==> src/hdl/lfss_pkg.sv <==
package lfss_pkg;

  // Position flags that travel with a cell from the position counter to the cell stage
  typedef struct packed {
    logic last;
    logic first_row;
    logic first_col;
  } lfss_pos_t;

endpackage

==> src/hdl/lfss_pos.sv <==
module lfss_pos #(
  parameter int MAX_COLUMNS = 1024,
  parameter int MAX_ROWS    = 65536
) (
  input  logic                             clk,
  input  logic                             rst,
  input  logic [$clog2(MAX_COLUMNS):0]     grid_width,
  input  logic                             advance,
  input  logic                             last_cell,
  output logic [$clog2(MAX_COLUMNS)-1:0]   col,
  output logic [$clog2(MAX_ROWS)-1:0]      row,
  output lfss_pkg::lfss_pos_t              flags
);

  localparam int SW = $clog2(MAX_COLUMNS) + 1;
  localparam int CW = $clog2(MAX_COLUMNS);
  localparam int RW = $clog2(MAX_ROWS);
  localparam logic [SW-1:0] MaxWidth = SW'(MAX_COLUMNS);
  localparam logic [RW-1:0] LastRow  = RW'(MAX_ROWS - 1);

  logic [CW-1:0] column_count, column_count_next;
  logic [RW-1:0] row_count, row_count_next;
  logic [SW-1:0] eff_width;
  logic [SW-1:0] col_wide;
  logic [SW-1:0] col_inc;
  logic          end_of_row;

  always_comb begin
    eff_width = grid_width;
    if (grid_width == '0) begin
      eff_width = SW'(1);
    end else if (grid_width > MaxWidth) begin
      eff_width = MaxWidth;
    end
    // a width shrunk mid-row pins the column to the new last column
    if ({1'b0, column_count} >= eff_width) begin
      col_wide = eff_width - SW'(1);
    end else begin
      col_wide = {1'b0, column_count};
    end
    col_inc    = col_wide + SW'(1);
    end_of_row = col_inc >= eff_width;
  end

  always_comb begin
    column_count_next = col_inc[CW-1:0];
    row_count_next    = row_count;
    if (last_cell) begin
      column_count_next = '0;
      row_count_next    = '0;
    end else if (end_of_row) begin
      column_count_next = '0;
      row_count_next    = (row_count == LastRow) ? '0 : row_count + RW'(1);
    end
  end

  always_ff @(posedge clk) begin
    if (rst) begin
      column_count <= '0;
      row_count    <= '0;
    end else if (advance) begin
      column_count <= column_count_next;
      row_count    <= row_count_next;
    end
  end

  assign col             = col_wide[CW-1:0];
  assign row             = row_count;
  assign flags.last      = last_cell;
  assign flags.first_row = (row_count == '0);
  assign flags.first_col = (col_wide == '0);

endmodule

==> config.mk <==
export PLATFORM = sky130hd
export DESIGN_NAME = lfss_pos
export DESIGN_NICKNAME = d
export VERILOG_FILES = /design/src/hdl/lfss_pkg.sv /design/src/hdl/lfss_pos.sv
export SDC_FILE = /design/constraint.sdc
export NUM_CORES = 1
export LEC_CHECK = 0
export BUFFER_PORTS_ARGS = -buffer_cell sky130_fd_sc_hd__buf_2
export CORE_ASPECT_RATIO = 1.2
export CORE_MARGIN = 1.5
export CORE_UTILIZATION = 37
export CTS_BUF_LIST = sky130_fd_sc_hd__clkbuf_8
export CTS_CLUSTER_DIAMETER = 200
export DETAILED_ROUTE_END_ITERATION = 16
export PLACE_DENSITY_LB_ADDON = 0.08
export RECOVER_POWER = 100
export SLEW_MARGIN = 20
export SYNTH_ARGS = -nofsm -noshare
export SYNTH_HDL_FRONTEND = slang
export SYNTH_SLANG_ARGS = --single-unit
==> constraint.sdc <==
create_clock -name clk -period 5.6 [get_ports clk]
set_input_delay 0.84 -clock clk [delete_from_list [all_inputs] [get_ports clk]]
set_output_delay 0.84 -clock clk [all_outputs]
set_load 0.02 [all_outputs]
After elaboration in Yosys (flattened, before gate mapping):

Cells that the tools add are included.
W data, S select, Z words.

* register bits: 26
* input port bits: 15
* logic and storage cells: 22

* muxes and demuxes: 8
* reduce and logical (&&, ||, !) cells: 5
* order comparisons: 3
* equal/unequal tests: 1
* $add $sub $neg: 3

Operator list (number)
* $mux W16: 3
* $mux W11: 3
* $logic_not A11 Y1: 2
* $mux W10: 2
* $add A16 B1 Y16 const B: 1
* $eq A16 B16 Y1 const B: 1
* $logic_not A16 Y1: 1
* $add A11 B1 Y11 const B: 1
* $ge A10 B11 Y1: 1
* $ge A11 B11 Y1: 1
* $gt A11 B11 Y1 const B: 1
* $sub A11 B1 Y11 const B: 1
* $reduce_and A2 Y1: 1
* $reduce_bool A2 Y1: 1

Depth between registers and ports, before layout:

* depth after elaboration: 9
* mapped depth: 29
* mapped depth without buffers: 24

Worst setup path after synthesis:

OpenSTA, ideal clock, no wires.

* path kind: input port to flip-flop
* start point: in grid_width[4]
* end point: reg column_count[8]
* data arrival time: 6.119 ns
* buffers on the path: 5
* cell stages on the path: 27
* setup slack: -0.598 ns
* path through: or4_4 -> nor3_1 -> o21ai_0 -> inv_1 -> ha_1 -> nor2b_1 -> o21ai_0 -> a21oi_1 -> o22ai_1 -> buf_2 -> clkbuf_1 -> clkbuf_1 -> o21a_1 -> ha_1 -> nand4_1 -> mux2i_1 -> nand2_1 -> xnor2_1 -> ha_1 -> a21o_1 -> a21o_1 -> a211oi_2 -> and2_1 -> buf_2 -> buf_2 -> nand3_1 -> o211ai_1

* word-level cells in the longest chain between the ends: 9

RTL lines
* from (decl): RTL line lfss_pos.sv:7 `input logic [$clog2(MAX_COLUMNS):0] grid_width,`
* $gt A11 B11 Y1: RTL line lfss_pos.sv:32 `end else if (grid_width > MaxWidth) begin`
* $mux W11: RTL line lfss_pos.sv:32
* $mux W11 *: RTL line lfss_pos.sv:30 `if (grid_width == '0) begin`
* $sub A11 B1 Y11 or $ge A10 B11 Y1 (tied branches): RTL line lfss_pos.sv:37, lfss_pos.sv:36
* $mux W11 *: RTL line lfss_pos.sv:36 `if ({1'b0, column_count} >= eff_width) begin`
* via col[1]: RTL line lfss_pos.sv:10 `output logic [$clog2(MAX_COLUMNS)-1:0] col,`
* $add A11 B1 Y11 *: RTL line lfss_pos.sv:41 `col_inc = col_wide + SW'(1);`
* $ge A11 B11 Y1: RTL line lfss_pos.sv:42 `end_of_row = col_inc >= eff_width;`
* $mux W10 *: RTL line lfss_pos.sv:51 `end else if (end_of_row) begin`
* $mux W10 *: RTL line lfss_pos.sv:48 `if (last_cell) begin`
* to (signal assigned): RTL line lfss_pos.sv:62 `column_count <= column_count_next;`
* to (decl): RTL line lfss_pos.sv:21 `logic [CW-1:0] column_count, column_count_next;`

The timed path passes the listed nets; every way through them passes the cells marked *.
A chain may end at the register's enable or synchronous reset.

Worst setup path after layout:

* start point: in grid_width[4]
* end point: reg row_count[5], in the netlist row[5]

* word-level cells in the longest chain between the ends: 9

RTL lines
* $gt A11 B11 Y1: RTL line lfss_pos.sv:32
* $mux W11: RTL line lfss_pos.sv:32
* $mux W11 *: RTL line lfss_pos.sv:30
* $sub A11 B1 Y11 or $ge A10 B11 Y1 (tied branches): RTL line lfss_pos.sv:37, lfss_pos.sv:36
* $mux W11: RTL line lfss_pos.sv:36
* $add A11 B1 Y11: RTL line lfss_pos.sv:41
* $ge A11 B11 Y1 *: RTL line lfss_pos.sv:42
* $reduce_bool A2 Y1 (no line) *
* $reduce_and A2 Y1 (no line) *
* to (signal assigned): RTL line lfss_pos.sv:63 `row_count <= row_count_next;`
* to (decl): RTL line lfss_pos.sv:22 `logic [RW-1:0] row_count, row_count_next;`

Mark *: on every way between the ends. The rest lies on a longest branch, timed or not.

==> results_tabular.tex <==
\begin{tabular}{lr}
\hline
Metric & Value \\
\hline
\multicolumn{2}{l}{\textbf{Detailed routing}} \\
\quad Detailed Route WL & roughly 7500 um \\
\quad Count of unresolved DRC violations after routing & 0 \\
\quad First-pass iteration count of the detailed router & 4 \\
\quad Vias after detailed routing & about 2.6k \\
\quad Via density per instance & 5.64 \\
\quad Wire length per cell after detailed routing & 16.1 um \\
\quad Number of violations reported at the end of detailed-routing iteration 0 & 100 \\
\quad Routed Antenna Nets & 0 \\
\multicolumn{2}{l}{\textbf{Critical path}} \\
\quad Crit start category & input port \\
\quad Largest driver fanout on the critical path & 14 \\
\quad Delay of the slowest critical-path stage & 570 ps \\
\quad Data required time at the worst endpoint & $\sim$5800 ps \\
\quad Nature of the critical path endpoint & flop \\
\quad Most used cell, CP & a21o\_1 \\
\quad Critical path arrival & 5450 ps \\
\quad Type of the worst setup path & in -> reg \\
\quad Crit-path slowest cell & or4\_4 \\
\multicolumn{2}{l}{\textbf{Yosys}} \\
\quad Primary flip-flop cell chosen by synthesis mapping & dfxtp\_1 \\
\quad Mapped Avg Cell Area & approximately 7.7 um2 \\
\quad Post-synth EDFFs & 0 \\
\quad Async S/R FF share, synth & 0\% \\
\quad Register area share after synthesis & 21.2\% \\
\quad Post-synthesis instance area & 2450 um2 \\
\quad Count of synthesis-stage warnings from yosys & 0 \\
\quad Flip-flop and latch count after synthesis & 26 \\
\quad Post-synthesis net count & 361 \\
\quad Number of library cell types mapped by synthesis & 55 \\
\quad Synthesized instance count & 320 \\
\multicolumn{2}{l}{\textbf{Clock network}} \\
\quad CTS H-Tree Depth & 1 \\
\quad Clock transition time at the flip-flop clock pins of the worst setup and hold paths & 90 ps \\
\quad Bufs on Longest Clock Path & 2 \\
\quad Cell chosen for the clock root & clkbuf\_8 \\
\quad Number of sinks on the clock net & 26 \\
\quad CTS tree & done \\
\quad Cts bufs inserted & 3 \\
\quad Insertion delay of the later-clocked pin in the worst-skew pair & $\sim$280 ps \\
\multicolumn{2}{l}{\textbf{STA}} \\
\quad Count of pins over their slew limit & 0 \\
\quad Final Hold Fails & 0 \\
\quad Final cycle utilization of the critical path & between 90\% and 100\% \\
\quad Final clock skew & 10.7 ps \\
\quad Slew @ Worst Pin & 561 ps \\
\quad Final number of setup-violating endpoints & 0 \\
\quad Worst relative slew slack & 62.3\% \\
\quad Time the worst path needs with I/O delays and setup & 5250 ps \\
\quad Maximum operating frequency & around 190 MHz \\
\multicolumn{2}{l}{\textbf{Layout}} \\
\quad Antenna diode instance count & 0 \\
\quad Area of the multi-input gates & 1880 um2 \\
\quad Fin nets & 421 \\
\quad Share of cells above drive strength 1 & between 15 and 20\% \\
\quad Synthesis-to-finish area growth & 20.2\% \\
\quad Final design instance area without fill & around 3000 um2 \\
\quad Fill cells & a little over 700 \\
\quad Sequential cell area & 520 um2 \\
\multicolumn{2}{l}{\textbf{Global routing}} \\
\quad Maximum number of pins on one net before global-route repair & 25 \\
\quad Layer with the highest usage & met2 \\
\quad Met1 layer usage reported by global route & 25.4\% \\
\quad Overall routing resource usage & 21.2\% \\
\quad Number of global-route vias before repair & between 2k and 2.5k \\
\quad Total overflow reported by the global router & 0 \\
\quad Met2 Resource Use GR & roughly 40\% \\
\quad Wire length of the first global-routing pass & 12100 um \\
\quad Global Route met3 Usage & about 1.8\% \\
\quad Number of antenna violations at the first check in global routing & 0 \\
\multicolumn{2}{l}{\textbf{Die}} \\
\quad Count of boundary I/O pins & between 40 and 50 \\
\quad Core region area & 6410 um2 \\
\quad Die Outline Area & $\sim$7100 um2 \\
\quad Die height & about 92 um \\
\quad Num rows & 32 \\
\quad Starting density of the core & 38.3\% \\
\quad Die width & 77.4 um \\
\multicolumn{2}{l}{\textbf{Outcome}} \\
\quad Run status & finished, final reports clean \\
\multicolumn{2}{l}{\textbf{Placed design}} \\
\quad RePlAce Congestion & 0.836 \\
\quad Post-detail-place hpwl & 5920 um \\
\quad Total placed instance area & 2880 um2 \\
\quad Buffers on Ports & 43 \\
\multicolumn{2}{l}{\textbf{Run}} \\
\quad Number of violations of the max-capacitance limit & 0 \\
\multicolumn{2}{l}{\textbf{Power}} \\
\quad Post-layout power & 467 uW \\
\quad IR Drop Worst-Case VDD & slightly above 0.09 mV \\
\quad Power Density & 158 nW/um2 \\
\quad Leakage power & 0.00121 uW \\
\multicolumn{2}{l}{\textbf{Hold path}} \\
\quad Hold/Removal Path Class & reg -> reg \\
\hline
\end{tabular}
[final cells by class]
| type | instances | area share (%) |
|---|---|---|
| multi-input cells | 270 | 63.7 |
| flip-flops and latches | 26 | 17.6 |
| repair buffers | 63 | 11.2 |
| well taps | 85 | 3.60 |
| inverters | 16 | 2.03 |
| clock buffers | 4 | 1.87 |
[logic make-up (layout without fill, tap and decap cells)]
family	Yosys count	count (layout)	synth area share, %
flops	26	26	21.2
fa+ha+maj	26	26	13.3
xor+xnor	18	18	6.42
simple gates	130	130	27.1
buf+inv	24	83	3.97
compound gates	83	83	22.5
mux	13	13	5.56
[critical path, delay by kind of cell]
kind,cells,cell delay [ps]
fa+ha+maj,3,610
compound gates,10,1550
simple gates,5,1240
buf+inv,5,660
xor+xnor,1,170
mux,2,370
[timing repair]
action | in CTS | in global routing
hold buffers | 0 | 0
gates resized for setup | 0 | 3
setup endpoints to repair | 0 | 15
setup buffers | 0 | 6
[metrics by stage]
| stage | setup WS [ps] | utilization (%) | setup TNS (ps) | hold slack [ps] | cells |
|---|---|---|---|---|---|
| 6_report | 354 | 46.1 | 0 | 489 | 464 |
| 3_3_place_gp | 182 | 45.0 | 0 | 477 | 454 |
| 2_1_floorplan | 2.30 | - | 0 | 447 | 320 |
| 4_1_cts | 316 | 45.8 | 0 | 494 | 458 |
| 3_5_place_dp | 55.1 | 45.0 | 0 | 480 | 454 |
| 5_1_grt | -6.66 | 46.1 | -11.0 | 527 | 464 |
[registers in the layout, indices dropped and copies added (netlist names)]
| name | cells |
|---|---|
| row | 16 |
| column_count | 10 |
[layout by cell type (no fill, tap or decap), drive strengths merged, types with 4 or more instances in the layout]
cell,count
a211oi,7
a21o,6
a21oi,26
a22o,4
and3,10
buf,38
clkbuf,29
dfxtp,26
ha,26
inv,15
mux2i,11
nand2,43
nand3,13
nor2,22
nor3,8
nor4,5
o21ai,16
or3,9
or4,4
xnor2,16
[metal layers]
layer | vias up | share of wire (%) | wire, um
li1 | 1301 | - | -
met1 | 1235 | 44 | 3320
met2 | 69 | 50 | 3750
met3 | 12 | 2.9 | 220
met4 | 0 | 2.6 | 197
met5 | - | 0 | 0
[final timing paths]
kind	startpoint	endpoint	slack [ps]	depth (start not counted)
max	grid_width[4]	row[5]	350	26
min	column_count[0]	column_count[0]	490	2
min reg2reg	column_count[0]	column_count[0]	490	2
max reg2reg	column_count[8]	row[5]	1390	20
[power by group]
part | total [uW] | switching (uW) | internal [uW]
Sequential | 190 | 3.21 | 187
Clock | 126 | 63.3 | 63.0
Combinational | 150 | 91.1 | 59.1
Total | 467 | 158 | 309
[cells in the mapped netlist (all sizes together) (2+ instances only)]
library cell / instances / area (um2)
a211oi: 7 / 57.6
a21boi: 2 / 15.0
a21o: 6 / 45.0
a21oi: 26 / 130
a22o: 4 / 35.0
a31oi: 3 / 18.8
a41oi: 2 / 17.5
and2: 3 / 18.8
and3: 10 / 72.6
and4: 3 / 26.3
buf: 4 / 22.5
clkbuf: 4 / 15.0
dfxtp: 26 / 521
ha: 26 / 325
inv: 15 / 56.3
mux2: 2 / 22.5
mux2i: 11 / 114
nand2: 43 / 161
nand2b: 2 / 12.5
nand3: 13 / 65.1
nand4: 3 / 18.8
nor2: 22 / 82.6
nor2b: 3 / 18.8
nor3: 8 / 40.0
nor4: 5 / 37.5
nor4b: 2 / 17.5
o2111ai: 2 / 23.8
o21ai: 16 / 80.1
o22ai: 2 / 12.5
o31ai: 3 / 27.5
or3: 9 / 56.3
or4: 4 / 37.5
xnor2: 16 / 140
xor2: 2 / 17.5
Note: power is estimated with default switching activity, not from simulation.
