### src/hdl/lfss_pkg.sv
package lfss_pkg;

  // Position flags that travel with a cell from the position counter to the cell stage
  typedef struct packed {
    logic last;
    logic first_row;
    logic first_col;
  } lfss_pos_t;

endpackage

### src/hdl/lfss_cell.sv
module lfss_cell #(
  parameter int MAX_COLUMNS = 1024,
  parameter int MAX_ROWS    = 65536
) (
  input  logic                             clk,
  input  logic                             rst,
  input  logic                             advance,
  input  logic                             cell_free,
  input  lfss_pkg::lfss_pos_t              pos,
  input  logic [$clog2(MAX_COLUMNS)-1:0]   col,
  input  logic [$clog2(MAX_ROWS)-1:0]      row,
  input  logic [$clog2(MAX_COLUMNS):0]     up_side,
  output logic [$clog2(MAX_COLUMNS):0]     side,
  output logic [$clog2(MAX_COLUMNS):0]     best_side,
  output logic [$clog2(MAX_ROWS)-1:0]      best_row,
  output logic [$clog2(MAX_COLUMNS)-1:0]   best_column
);

  localparam int SW = $clog2(MAX_COLUMNS) + 1;
  localparam int CW = $clog2(MAX_COLUMNS);
  localparam int RW = $clog2(MAX_ROWS);

  logic [SW-1:0] left_side, upper_left_side;
  logic [SW-1:0] best_size_reg;
  logic [RW-1:0] best_row_reg;
  logic [CW-1:0] best_column_reg;
  logic [SW-1:0] up, upper_left, left, min_lu, min_all;

  always_comb begin
    up         = pos.first_row ? '0 : up_side;
    upper_left = (pos.first_row || pos.first_col) ? '0 : upper_left_side;
    left       = pos.first_col ? '0 : left_side;
    min_lu     = (left < up) ? left : up;
    min_all    = (min_lu < upper_left) ? min_lu : upper_left;
    // side saturates at the field maximum
    if (!cell_free) begin
      side = '0;
    end else if (min_all == '1) begin
      side = min_all;
    end else begin
      side = min_all + SW'(1);
    end
  end

  // strict compare keeps the earliest cell on ties
  always_comb begin
    best_side   = best_size_reg;
    best_row    = best_row_reg;
    best_column = best_column_reg;
    if (side > best_size_reg) begin
      best_side   = side;
      best_row    = row;
      best_column = col;
    end
  end

  always_ff @(posedge clk) begin
    if (rst) begin
      left_side       <= '0;
      upper_left_side <= '0;
      best_size_reg   <= '0;
      best_row_reg    <= '0;
      best_column_reg <= '0;
    end else if (advance) begin
      left_side       <= side;
      upper_left_side <= up;
      if (pos.last) begin
        best_size_reg   <= '0;
        best_row_reg    <= '0;
        best_column_reg <= '0;
      end else begin
        best_size_reg   <= best_side;
        best_row_reg    <= best_row;
        best_column_reg <= best_column;
      end
    end
  end

endmodule

### config.mk
export PLATFORM = sky130hd
export DESIGN_NAME = lfss_cell
export DESIGN_NICKNAME = d
export VERILOG_FILES = /design/src/hdl/lfss_pkg.sv /design/src/hdl/lfss_cell.sv
export SDC_FILE = /design/constraint.sdc
export NUM_CORES = 1
export LEC_CHECK = 0
export ABC_AREA = 1
export BUFFER_PORTS_ARGS = -buffer_cell sky130_fd_sc_hd__buf_2
export CAP_MARGIN = 20
export CORE_MARGIN = 2
export CORE_UTILIZATION = 39
export CTS_CLUSTER_DIAMETER = 30
export CTS_CLUSTER_SIZE = 40
export DETAILED_ROUTE_END_ITERATION = 6
export PLACE_DENSITY = 0.61
export SLEW_MARGIN = 20
export SYNTH_ARGS = -nofsm -noshare
export SYNTH_HDL_FRONTEND = slang
export SYNTH_SLANG_ARGS = --single-unit
### constraint.sdc
create_clock -name clk -period 12.5 [get_ports clk]
set_input_delay 1.25 -clock clk [delete_from_list [all_inputs] [get_ports clk]]
set_output_delay 1.25 -clock clk [all_outputs]
set_load 0.02 [all_outputs]
# Word level (Yosys, flattened, before mapping)

Cells that the tools add are included.

Register bits after elaboration: 59
Bits of input ports: 44
Output and inout bits: 48
Word-level logic and storage cells: 24

Add/sub/neg operators: 1
Magnitude comparators: 3
Eq/ne operators: 1
Muxes and demuxes: 13
Reduce and logical (&&, ||, !) cells: 1

Operators by type and width:

| cell                                                            | count |
|---|---|
| 11-bit 2-to-1 mux                                               | 9 |
| 16-bit 2-to-1 mux                                               | 2 |
| 11-bit less-than comparator                                     | 2 |
| 10-bit 2-to-1 mux                                               | 2 |
| 11-bit by 1-bit adder with 11-bit output, second input constant | 1 |
| 11-bit == test, second input constant                           | 1 |
| 11-bit > comparator                                             | 1 |
| 1-bit logical OR                                                | 1 |

# Depth between registers and ports, before layout

Gate-level depths: netlist of run 1.

Word-level depth: 11
Gate-level depth with buffers: 46
Depth with buffers taken out: 43

# Worst setup path after synthesis of run 1

No wires, ideal clock.

Path kind: input to output
Start: input port pos[0] in the netlist's numbering
End: output port best_side[8]
Arrival time: 7.164 ns
Slack: 4.086 ns
Stages: 43
Path buffers: 5
Path through: clkbuf_1 -> nor2_1 -> ha_1 -> nand2_1 -> inv_1 -> nand2_1 -> nand2_1 -> a21oi_1 -> nand2_1 -> inv_1 -> buf_2 -> o21ai_0 -> o21ai_0 -> inv_1 -> ha_1 -> nand4_1 -> nor3_1 -> nand2_4 -> (+7 left out) -> nand3_4 -> inv_2 -> nand2_1 -> nand3_1 -> inv_1 -> ha_1 -> nand2_1 -> o21ai_1 -> a21oi_1 -> o21ai_1 -> a21oi_1 -> o21a_1 -> o21ai_1 -> nand2_1 -> clkbuf_1 -> clkbuf_1 -> nand2_1 -> a21boi_0

Longest elaborated chain between the ends: 10
Elaborated cells on any way between the ends: 13

RTL lines:

| element                                                                           | RTL line                         | RTL |
|---|---|---|
| start: declaration                                                                | lfss_cell.sv:9                   | `input lfss_pkg::lfss_pos_t pos,` |
| 11-bit 2-to-1 mux                                                                 | lfss_cell.sv:32                  | `left = pos.first_col ? '0 : left_side;` |
| 11-bit less-than comparator                                                       | lfss_cell.sv:33                  | `min_lu = (left < up) ? left : up;` |
| 11-bit 2-to-1 mux                                                                 | lfss_cell.sv:33                  |  |
| 11-bit less-than comparator                                                       | lfss_cell.sv:34                  | `min_all = (min_lu < upper_left) ? min_lu : upper_left;` |
| 11-bit 2-to-1 mux (*)                                                             | lfss_cell.sv:34                  |  |
| 11-bit by 1-bit adder with 11-bit output / 11-bit == test (equally long branches) | lfss_cell.sv:41, lfss_cell.sv:38 |  |
| 11-bit 2-to-1 mux (*)                                                             | lfss_cell.sv:38                  | `end else if (min_all == '1) begin` |
| 11-bit 2-to-1 mux (*)                                                             | lfss_cell.sv:36                  | `if (!cell_free) begin` |
| via side[1]                                                                       | lfss_cell.sv:13                  | `output logic [$clog2(MAX_COLUMNS):0] side,` |
| 11-bit > comparator (*)                                                           | lfss_cell.sv:50                  | `if (side > best_size_reg) begin` |
| 11-bit 2-to-1 mux (*)                                                             | lfss_cell.sv:50                  |  |
| end: declaration                                                                  | lfss_cell.sv:14                  | `output logic [$clog2(MAX_COLUMNS):0] best_side,` |

Mark *: on every way through the listed nets, which the timed path passes. The rest lies on a longest branch.

# Final worst setup path of run 1

Start: input port pos[1] in the netlist's numbering
End: output port best_side[0]

Longest elaborated chain between the ends: 10
Elaborated cells on any way between the ends: 13

RTL lines:

| element                                                                           | RTL line                         | RTL |
|---|---|---|
| 11-bit 2-to-1 mux                                                                 | lfss_cell.sv:30                  | `up = pos.first_row ? '0 : up_side;` |
| 11-bit less-than comparator                                                       | lfss_cell.sv:33                  |  |
| 11-bit 2-to-1 mux                                                                 | lfss_cell.sv:33                  |  |
| 11-bit less-than comparator                                                       | lfss_cell.sv:34                  |  |
| 11-bit 2-to-1 mux (*)                                                             | lfss_cell.sv:34                  |  |
| 11-bit by 1-bit adder with 11-bit output / 11-bit == test (equally long branches) | lfss_cell.sv:41, lfss_cell.sv:38 |  |
| 11-bit 2-to-1 mux (*)                                                             | lfss_cell.sv:38                  |  |
| 11-bit 2-to-1 mux (*)                                                             | lfss_cell.sv:36                  |  |
| 11-bit > comparator                                                               | lfss_cell.sv:50                  |  |
| 11-bit 2-to-1 mux (*)                                                             | lfss_cell.sv:50                  |  |

Every way passes the cells marked *; elsewhere a longest branch is shown, timed or not.

==> flow_summary.ini, run 1 <==
[run_status]
outcome = completed

[timing]
slew_violations = 0
fin_crit_sh_pct = 75.30
worst_slack_ns = 3.088
max_slew_margin_pct = 42.51
worst_pin_slew_ns = 0.8614
min_period_ns = 9.412
clock_skew_ns = 0.008570
finalSetupViolCount = 0
rsz0062_at_grt = false
fmax_mhz = 106.2
hold_viol_final = 0
tns_ns = 0

[routing]
drc = 0
via_per_inst = 4.865
maxUsedRoutingLayer = met4
vias = 4301
wl_per_cell_um = 13.27
dr_wl_met3_um = 567
drtIter0Drc = 274
wl_met2_mm = 5.196
wl_met1_mm = 5.823
antenna_left = 0
routed_wl_mm = 11.73
dr.pass1.iters = 6

[global_routing]
grt_pass1_wl_mm = 19.51
grt_max_degree = 44
grt_overflow = 0
grt_pass1_vias = 4053
grtUsageTotal_pct = 21.04
antenna_found_initial = 0

[synth]
synth-seq-cells = 59
synth_top_family_by_area = simple AND/OR/NAND/NOR gates
synth_top_area_share_pct = 28.14
synthFlopType = dfxtp_1
syn_nets = 746
synth_mux_area_share_pct = 0
async_flop_share_pct = 0
synth.area.top_cells = dfxtp_1 28%, nand2_1 22%, ha_1 9.5%
ys_warn_count = 0
synth_compound_area_share_pct = 16.93
synth_area_leader_cell = dfxtp_1
syn-cell-area_mm2 = 0.004198
avgSynthCellArea_um2 = 6.265
synthTopCellsByCount = 248 x nand2_1, 74 x a21oi_1, 70 x inv_1, 59 x dfxtp_1, 32 x ha_1
synth-edff-count = 0
synth_seq_area_share_pct = 28.14
synth_adder_area_share_pct = 9.538
netlist_instances = 670
synthXorXnorAreaFrac_pct = 0.8346
yosys.area_share.simple_pct = 34.16
ys_types = 35
synth_most_common_cell = nand2_1

[setup_path]
endpoint = best_side[0]
cp.arrival_ns = 8.16
r2r_cells = 42
slowest_stage = inv_2
crit_top_cell = nand2_1
start_kind = primary input
slowest_delay_ns = 0.54
regToRegSetupSlack_ns = 5.56
crit_type = in2out
r2r-end = best_size_reg[0]$_SDFFE_PP0P_
crit_fanout = 41
r2r-start = left_side[10]$_SDFFE_PP0P_
end_kind = output port
cp-startpoint = pos[1]
crit_required_ns = 11.25

[floorplan]
dieHeight_um = 107.7
fp.dieW_um = 107.7
ioPinCount = 92
rows = 37
die_area_mm2 = 0.01161
start_util_pct = 40.48
design.core.area_mm2 = 0.01037

[clock_network]
cts_buffers = 9
cts_hold_buf = 0
cts_max_level = 3
clock_path_buffers = 2
cts_tree = done
cts_root_buf = clkbuf_8
cts_resized = 0
insertion_delay_ns = 0.34
path_clk_slew_ns = 0.07
cts.sinks = 59
post_cts_buffers = 0

[power]
p_leak_uw = 0.002444
powerDensity_mw_per_mm2 = 252.7
intPower_uw = 580.8
p_sw_share_pct = 53.37
ir_drop_uv = 174.2
p_switching_uw = 664.8
seqPwrFrac_pct = 18.5
p_clk_share_pct = 15.9
p_total_uw = 1246
combPwrFrac_pct = 65.6

[cells_and_area]
fill_cells = 1101
drive_gt1_share_pct = 20.32
multi_input_area_mm2 = 0.002582
largest_reg_flops = 16
final_nets = 820
utilization_pct = 47.54
final_area_mm2 = 0.004930
antennaDiodeCount = 0
area_growth_pct = 17.44
register_area_mm2 = 0.001181

[placement]
hpwl_mm = 8.851
pre_cts_ws_ns = 3.136
dpl-instance-area_mm2 = 0.004705
io_buffers = 91
place.gp.congestion = 0.9212

[hold_path]
worstHoldPathType = reg2reg

[job]
maxCapViolations = 0
[layer usage]
metal / vias up / GRT usage (%)
li1: 2268 / -
met1: 1916 / 29.69
met2: 103 / 32.35
met3: 14 / 3.995
met4: 0 / 6.410
met5: - / 0
[worst min-delay path by stage]
stage / slack [ns] / cells after the start / startpoint / end
5_1_grt: 0.48 / 2 / best_column_reg[6]$_SDFFE_PP0P_ / best_column_reg[6]$_SDFFE_PP0P_
2_1_floorplan: 0.44 / 2 / upper_left_side[0]$_SDFFE_PP0P_ / upper_left_side[0]$_SDFFE_PP0P_
4_1_cts: 0.47 / 2 / best_column_reg[7]$_SDFFE_PP0P_ / best_column_reg[7]$_SDFFE_PP0P_
3_5_place_dp: 0.46 / 2 / best_column_reg[7]$_SDFFE_PP0P_ / best_column_reg[7]$_SDFFE_PP0P_
6_report: 0.47 / 2 / best_column_reg[7]$_SDFFE_PP0P_ / best_column_reg[7]$_SDFFE_PP0P_
3_3_place_gp: 0.45 / 2 / best_row_reg[4]$_SDFFE_PP0P_ / best_row_reg[4]$_SDFFE_PP0P_
[layout make-up]
| type | instances | area share (%) |
|---|---|---|
| multi-input combinational | 502 | 52.39 |
| sequential | 59 | 23.96 |
| timing repair buffer | 94 | 9.695 |
| inverter | 78 | 5.939 |
| clock buffer | 11 | 3.071 |
| tap | 136 | 3.452 |
| clock inverter | 4 | 1.497 |
[critical path: cells and delay by family]
kind / cells / cell delay (ns)
buf+inv: 10 / 1.96
compound gates: 11 / 1.47
simple gates: 18 / 2.38
fa+ha+maj: 4 / 1.07
[cell families after synthesis]
family | Yosys count
flops | 59
simple gates | 336
fa+ha+maj | 32
xor+xnor | 4
buf+inv | 109
compound gates | 130
[power groups by stage]
stage / Sequential [uW] / Combinational, uW / Clock, uW
global placement: 233 / 815 / 0
floorplan: 230 / 599 / 0
finish: 230 / 817 / 198
detailed placement: 234 / 821 / 0
global route: 234 / 913 / 212
CTS: 230 / 824 / 203
[cells in the final DEF, fill, tap and decap left out, types with 4 or more instances in the layout]
master,n
nand2_1,248
buf_2,91
a21oi_1,74
inv_1,70
dfxtp_1,59
ha_1,32
o21ai_0,29
nor2_1,27
nand3_1,23
nand2_2,15
clkbuf_8,11
o21ai_1,10
inv_2,7
a21boi_1,6
nand4_1,5
nor2_2,4
nor2_4,4
[per-stage QoR]
step,std cells,hold slack [ns]
2_1_floorplan,670,0.4399
5_1_grt,884,0.4795
4_1_cts,884,0.4665
6_report,884,0.4655
3_5_place_dp,869,0.4555
3_3_place_gp,869,0.4515
(Power assumes the default switching activity.)
==> run 2: changes to the inputs <==
==> constraint.sdc (replaced) <==
create_clock -name clk -period 9.8 [get_ports clk]
set_input_delay 0.98 -clock clk [delete_from_list [all_inputs] [get_ports clk]]
set_output_delay 0.98 -clock clk [all_outputs]
set_load 0.02 [all_outputs]
==> run 2 against run 1 <==
  * Setup slack got worse by 1.9 ns
  * Via count decreased by 0.12%
  * Die area stayed put
  * Sequential power grew 27%
  * Global-route usage decreased by 0.31 points
  * Power rose by 27%
  * Critical path depth shrank 1
  * Largest cell class unchanged
==> flow_summary.ini, run 2 (synthesized netlist as in run 1, its figures left out) <==
[run_status]
outcome = completed

[clock_network]
cts_tree = done
cts.sinks = 59
cts_buffers = 9
cts_max_level = 3
post_cts_buffers = 0
cts_resized = 0
insertion_delay_ns = 0.35
clock_path_buffers = 2
cts_root_buf = clkbuf_8
path_clk_slew_ns = 0.07
cts_hold_buf = 0

[floorplan]
design.core.area_mm2 = 0.01037
dieHeight_um = 107.7
rows = 37
fp.dieW_um = 107.7
die_area_mm2 = 0.01161
ioPinCount = 92
start_util_pct = 40.48

[routing]
dr.pass1.iters = 6
vias = 4296
drc = 0
antenna_left = 0
routed_wl_mm = 11.56
drtIter0Drc = 306
wl_per_cell_um = 13.06
via_per_inst = 4.854

[setup_path]
crit_fanout = 41
crit_type = in2out
regToRegSetupSlack_ns = 3.11
start_kind = primary input
slowest_stage = inv_2
crit_required_ns = 8.82
slowest_delay_ns = 0.50
end_kind = output port
crit_top_cell = nand2_1
cp.arrival_ns = 7.67

[timing]
hold_viol_final = 0
clock_skew_ns = 0.01509
slew_violations = 0
worst_pin_slew_ns = 0.9534
rsz0062_at_grt = false
fmax_mhz = 115.6
min_period_ns = 8.650
finalSetupViolCount = 0
max_slew_margin_pct = 36.37
tns_ns = 0
fin_crit_sh_pct = 88.27

[cells_and_area]
final_cell_mix = 248 x nand2_1, 91 x buf_2, 74 x a21oi_1
largest_reg_flops = 16
mostFrequentLayoutCell = nand2_1
antennaDiodeCount = 0
area_growth_pct = 17.41
drive_gt1_share_pct = 20.43
final_nets = 820

[global_routing]
grt_max_degree = 44
grt_pass1_vias = 4000
antenna_found_initial = 0
grtUsageTotal_pct = 20.73
grt_pass1_wl_mm = 19.22
grt_overflow = 0

[job]
maxCapViolations = 0

[placement]
place.gp.congestion = 0.9325
io_buffers = 91
hpwl_mm = 8.744

[power]
powerDensity_mw_per_mm2 = 319.8
p_total_uw = 1576
p_leak_uw = 0.002442
ir_drop_uv = 269.0

[hold_path]
worstHoldPathType = reg2reg
==> run 2: cell count changes in the layout (fill, tap and decap cells not counted), sizes merged <==
cell    before  now
clkinv       3    5
clkbuf      11    9
inv         77   78
==> run 2: path summary, 6_finish.rpt <==
check,from,end,cells past startpoint
hold reg to reg,best_column_reg[6]$_SDFFE_PP0P_,best_column_reg[6]$_SDFFE_PP0P_,2
hold / removal,best_column_reg[6]$_SDFFE_PP0P_,best_column_reg[6]$_SDFFE_PP0P_,2
setup / recovery,pos[1],best_side[0],42
setup reg to reg,left_side[10]$_SDFFE_PP0P_,best_size_reg[0]$_SDFFE_PP0P_,41
==> run 2: critical path, delay by kind of cell <==
kind            cells  cell delay (ns)
simple gates       18             2.42
buf+inv             9             1.68
compound gates     11             1.52
fa+ha+maj           4             1.05
==> run 2: stage by stage <==
stage / setup slack [ns] / cells / hold WS (ns) / util [%] / area (um2)
6_report: 1.150 / 885 / 0.4660 / 47.53 / 4928
5_1_grt: 0.4794 / 885 / 0.4827 / 47.53 / 4928
4_1_cts: 1.228 / 885 / 0.4682 / 47.53 / 4928
3_5_place_dp: 1.241 / 869 / 0.4567 / 45.37 / 4705
3_3_place_gp: 1.491 / 869 / 0.4516 / 45.37 / 4705
2_1_floorplan: 1.926 / 670 / 0.4399 / - / 4198
==> run 2: power breakdown <==
group	total [uW]	switching [uW]	internal (uW)
combinational	1030	722	310
clock	251	106	145
sequential	293	18.2	275
total	1580	846	730
==> run 2: final cells by class <==
| class | instances | area, um2 |
|---|---|---|
| fill | 1083 | 5441 |
| inverter | 78 | 292.8 |
| clock buffer | 9 | 123.9 |
| tap | 136 | 170.2 |
| clock inverter | 7 | 100.1 |
| timing repair buffer | 94 | 478.0 |
| sequential | 59 | 1181 |
| multi-input combinational | 502 | 2582 |
==> run 2: metal layers <==
layer | global-route usage (%) | share of wire, %
met2 | 32.17 | 46
met5 | 0 | 0
met3 | 3.511 | 5.2
met1 | 29.31 | 48
met4 | 6.227 | 1.4
==> run 3: changes to the inputs <==
--- a/config.mk
+++ b/config.mk
@@ -6,7 +6,7 @@
 export NUM_CORES = 1
 export LEC_CHECK = 0
 export ABC_AREA = 1
-export BUFFER_PORTS_ARGS = -buffer_cell sky130_fd_sc_hd__buf_2
+export BUFFER_PORTS_ARGS = -buffer_cell sky130_fd_sc_hd__buf_4
 export CAP_MARGIN = 20
 export CORE_MARGIN = 2
 export CORE_UTILIZATION = 39
==> run 3 against run 2 <==
  * Clock-buffer cell count grew 2
  * Sequential cell count is the same
  * Non-clock buffer count shrank 1
  * First-iteration DRC count shrank 28%
  * Register-to-register slack lost 0.06 ns
  * Global-route usage grew 0.94 points
  * Power grew 7.7%
  * Hold slack lost 0.0013 ns
  * Wire length grew 4.5%
  * Sequential power is essentially flat
  * Via count grew 2.3%
  * Combinational power grew 12%
==> flow_summary.ini, run 3 (synthesized netlist as in run 1, its figures left out) <==
[routing]
routed_wl_mm = 12.08
dr.pass1.iters = 5
wl_per_cell_um = 13.68
via_per_inst = 4.977
drc = 0
drtIter0Drc = 221
antenna_left = 0
vias = 4395

[clock_network]
insertion_delay_ns = 0.34
cts_root_buf = clkbuf_8
cts_buffers = 9
post_cts_buffers = 0
path_clk_slew_ns = 0.06
cts_tree = done
clock_path_buffers = 2
cts.sinks = 59
cts_hold_buf = 0
cts_resized = 0
cts_max_level = 3

[timing]
finalSetupViolCount = 0
worst_pin_slew_ns = 0.8722
max_slew_margin_pct = 41.71
worst_slack_ns = 1.137
hold_viol_final = 0
fin_crit_sh_pct = 88.40
fmax_mhz = 115.4
clock_skew_ns = 0.01409
min_period_ns = 8.663
rsz0062_at_grt = false
slew_violations = 0
tns_ns = 0

[placement]
io_buffers = 91
hpwl_mm = 9.043
pre_cts_ws_ns = 1.204
dpl-instance-area_mm2 = 0.004930
place.gp.congestion = 0.9232

[cells_and_area]
final_cell_mix = 248 x nand2_1, 93 x buf_4, 74 x a21oi_1
area_growth_pct = 22.80
largest_reg_flops = 16
fill_cells = 1100
antennaDiodeCount = 0
final_area_mm2 = 0.005155
mostFrequentLayoutCell = nand2_1
drive_gt1_share_pct = 20.21
utilization_pct = 49.71
final_nets = 819

[setup_path]
regToRegSetupSlack_ns = 3.05
end_kind = output port
crit_top_cell = nand2_1
slowest_delay_ns = 0.52
slowest_stage = inv_2
cp.arrival_ns = 7.68
crit_required_ns = 8.82
crit_fanout = 41
crit_type = in2out
start_kind = primary input

[power]
seqPwrFrac_pct = 17.3
p_leak_uw = 0.002489
p_clk_share_pct = 15.0
p_sw_share_pct = 50.64
ir_drop_uv = 237.6
powerDensity_mw_per_mm2 = 329.3
intPower_uw = 837.7
combPwrFrac_pct = 67.7
p_switching_uw = 859.6

[floorplan]
rows = 37
start_util_pct = 40.48
die_area_mm2 = 0.01161
design.core.area_mm2 = 0.01037
ioPinCount = 92
fp.dieW_um = 107.7
dieHeight_um = 107.7

[global_routing]
grt_pass1_vias = 4155
grt_overflow = 0
antenna_found_initial = 0
grtUsageTotal_pct = 21.67
grt_max_degree = 44
grt_pass1_wl_mm = 20.15

[run_status]
outcome = completed

[job]
maxCapViolations = 0

[hold_path]
worstHoldPathType = reg2reg
## run 3: stage by stage
stage / hold slack (ns) / instances / power (uW)
2_1_floorplan: 0.4399 / 670 / 1058
3_3_place_gp: 0.4514 / 868 / 1447
3_5_place_dp: 0.4555 / 868 / 1455
4_1_cts: 0.4670 / 883 / 1716
5_1_grt: 0.4814 / 883 / 1834
6_report: 0.4647 / 883 / 1697
## run 3: area by class of cell
cell class	count	area (um2)	share of cell area [%]
clock buffers	11	151.4	2.937
flip-flops and latches	59	1181	22.91
multi-input cells	502	2587	50.19
clock inverters	4	73.82	1.432
repair buffers	93	698.2	13.54
inverters	78	292.8	5.680
well taps	136	170.2	3.301
## run 3: per-layer routing
layer | share of wire [%] | GRT usage, % | vias to the layer above
met2 | 46 | 35.35 | 108
met1 | 48 | 29.16 | 1998
li1 | - | - | 2275
met3 | 5.1 | 4.479 | 14
met4 | 1.0 | 5.403 | 0
met5 | 0 | 0 | -
## run 3: final timing paths
check | cells past startpoint | start | to
setup / recovery | 42 | pos[1] | best_side[0]
hold / removal | 2 | best_row_reg[13]$_SDFFE_PP0P_ | best_row_reg[13]$_SDFFE_PP0P_
setup reg to reg | 42 | left_side[10]$_SDFFE_PP0P_ | best_row_reg[9]$_SDFFE_PP0P_
hold reg to reg | 2 | best_row_reg[13]$_SDFFE_PP0P_ | best_row_reg[13]$_SDFFE_PP0P_
## run 3: power groups by stage
| stage | clock, uW | combinational [uW] | sequential (uW) |
|---|---|---|---|
| 2_1_floorplan | 0 | 764 | 293 |
| 3_3_place_gp | 0 | 1150 | 297 |
| 3_5_place_dp | 0 | 1160 | 298 |
| 4_1_cts | 260 | 1160 | 293 |
| 5_1_grt | 273 | 1260 | 298 |
| 6_report | 255 | 1150 | 293 |
## run 3: critical path, delay by kind of cell
kind                     cells  cell delay (ns)
AND/OR/NAND/NOR             18             2.44
buffers and inverters        9             1.69
AO/OA/AOI/OAI               11             1.49
adder cells (fa/ha/maj)      4             1.07
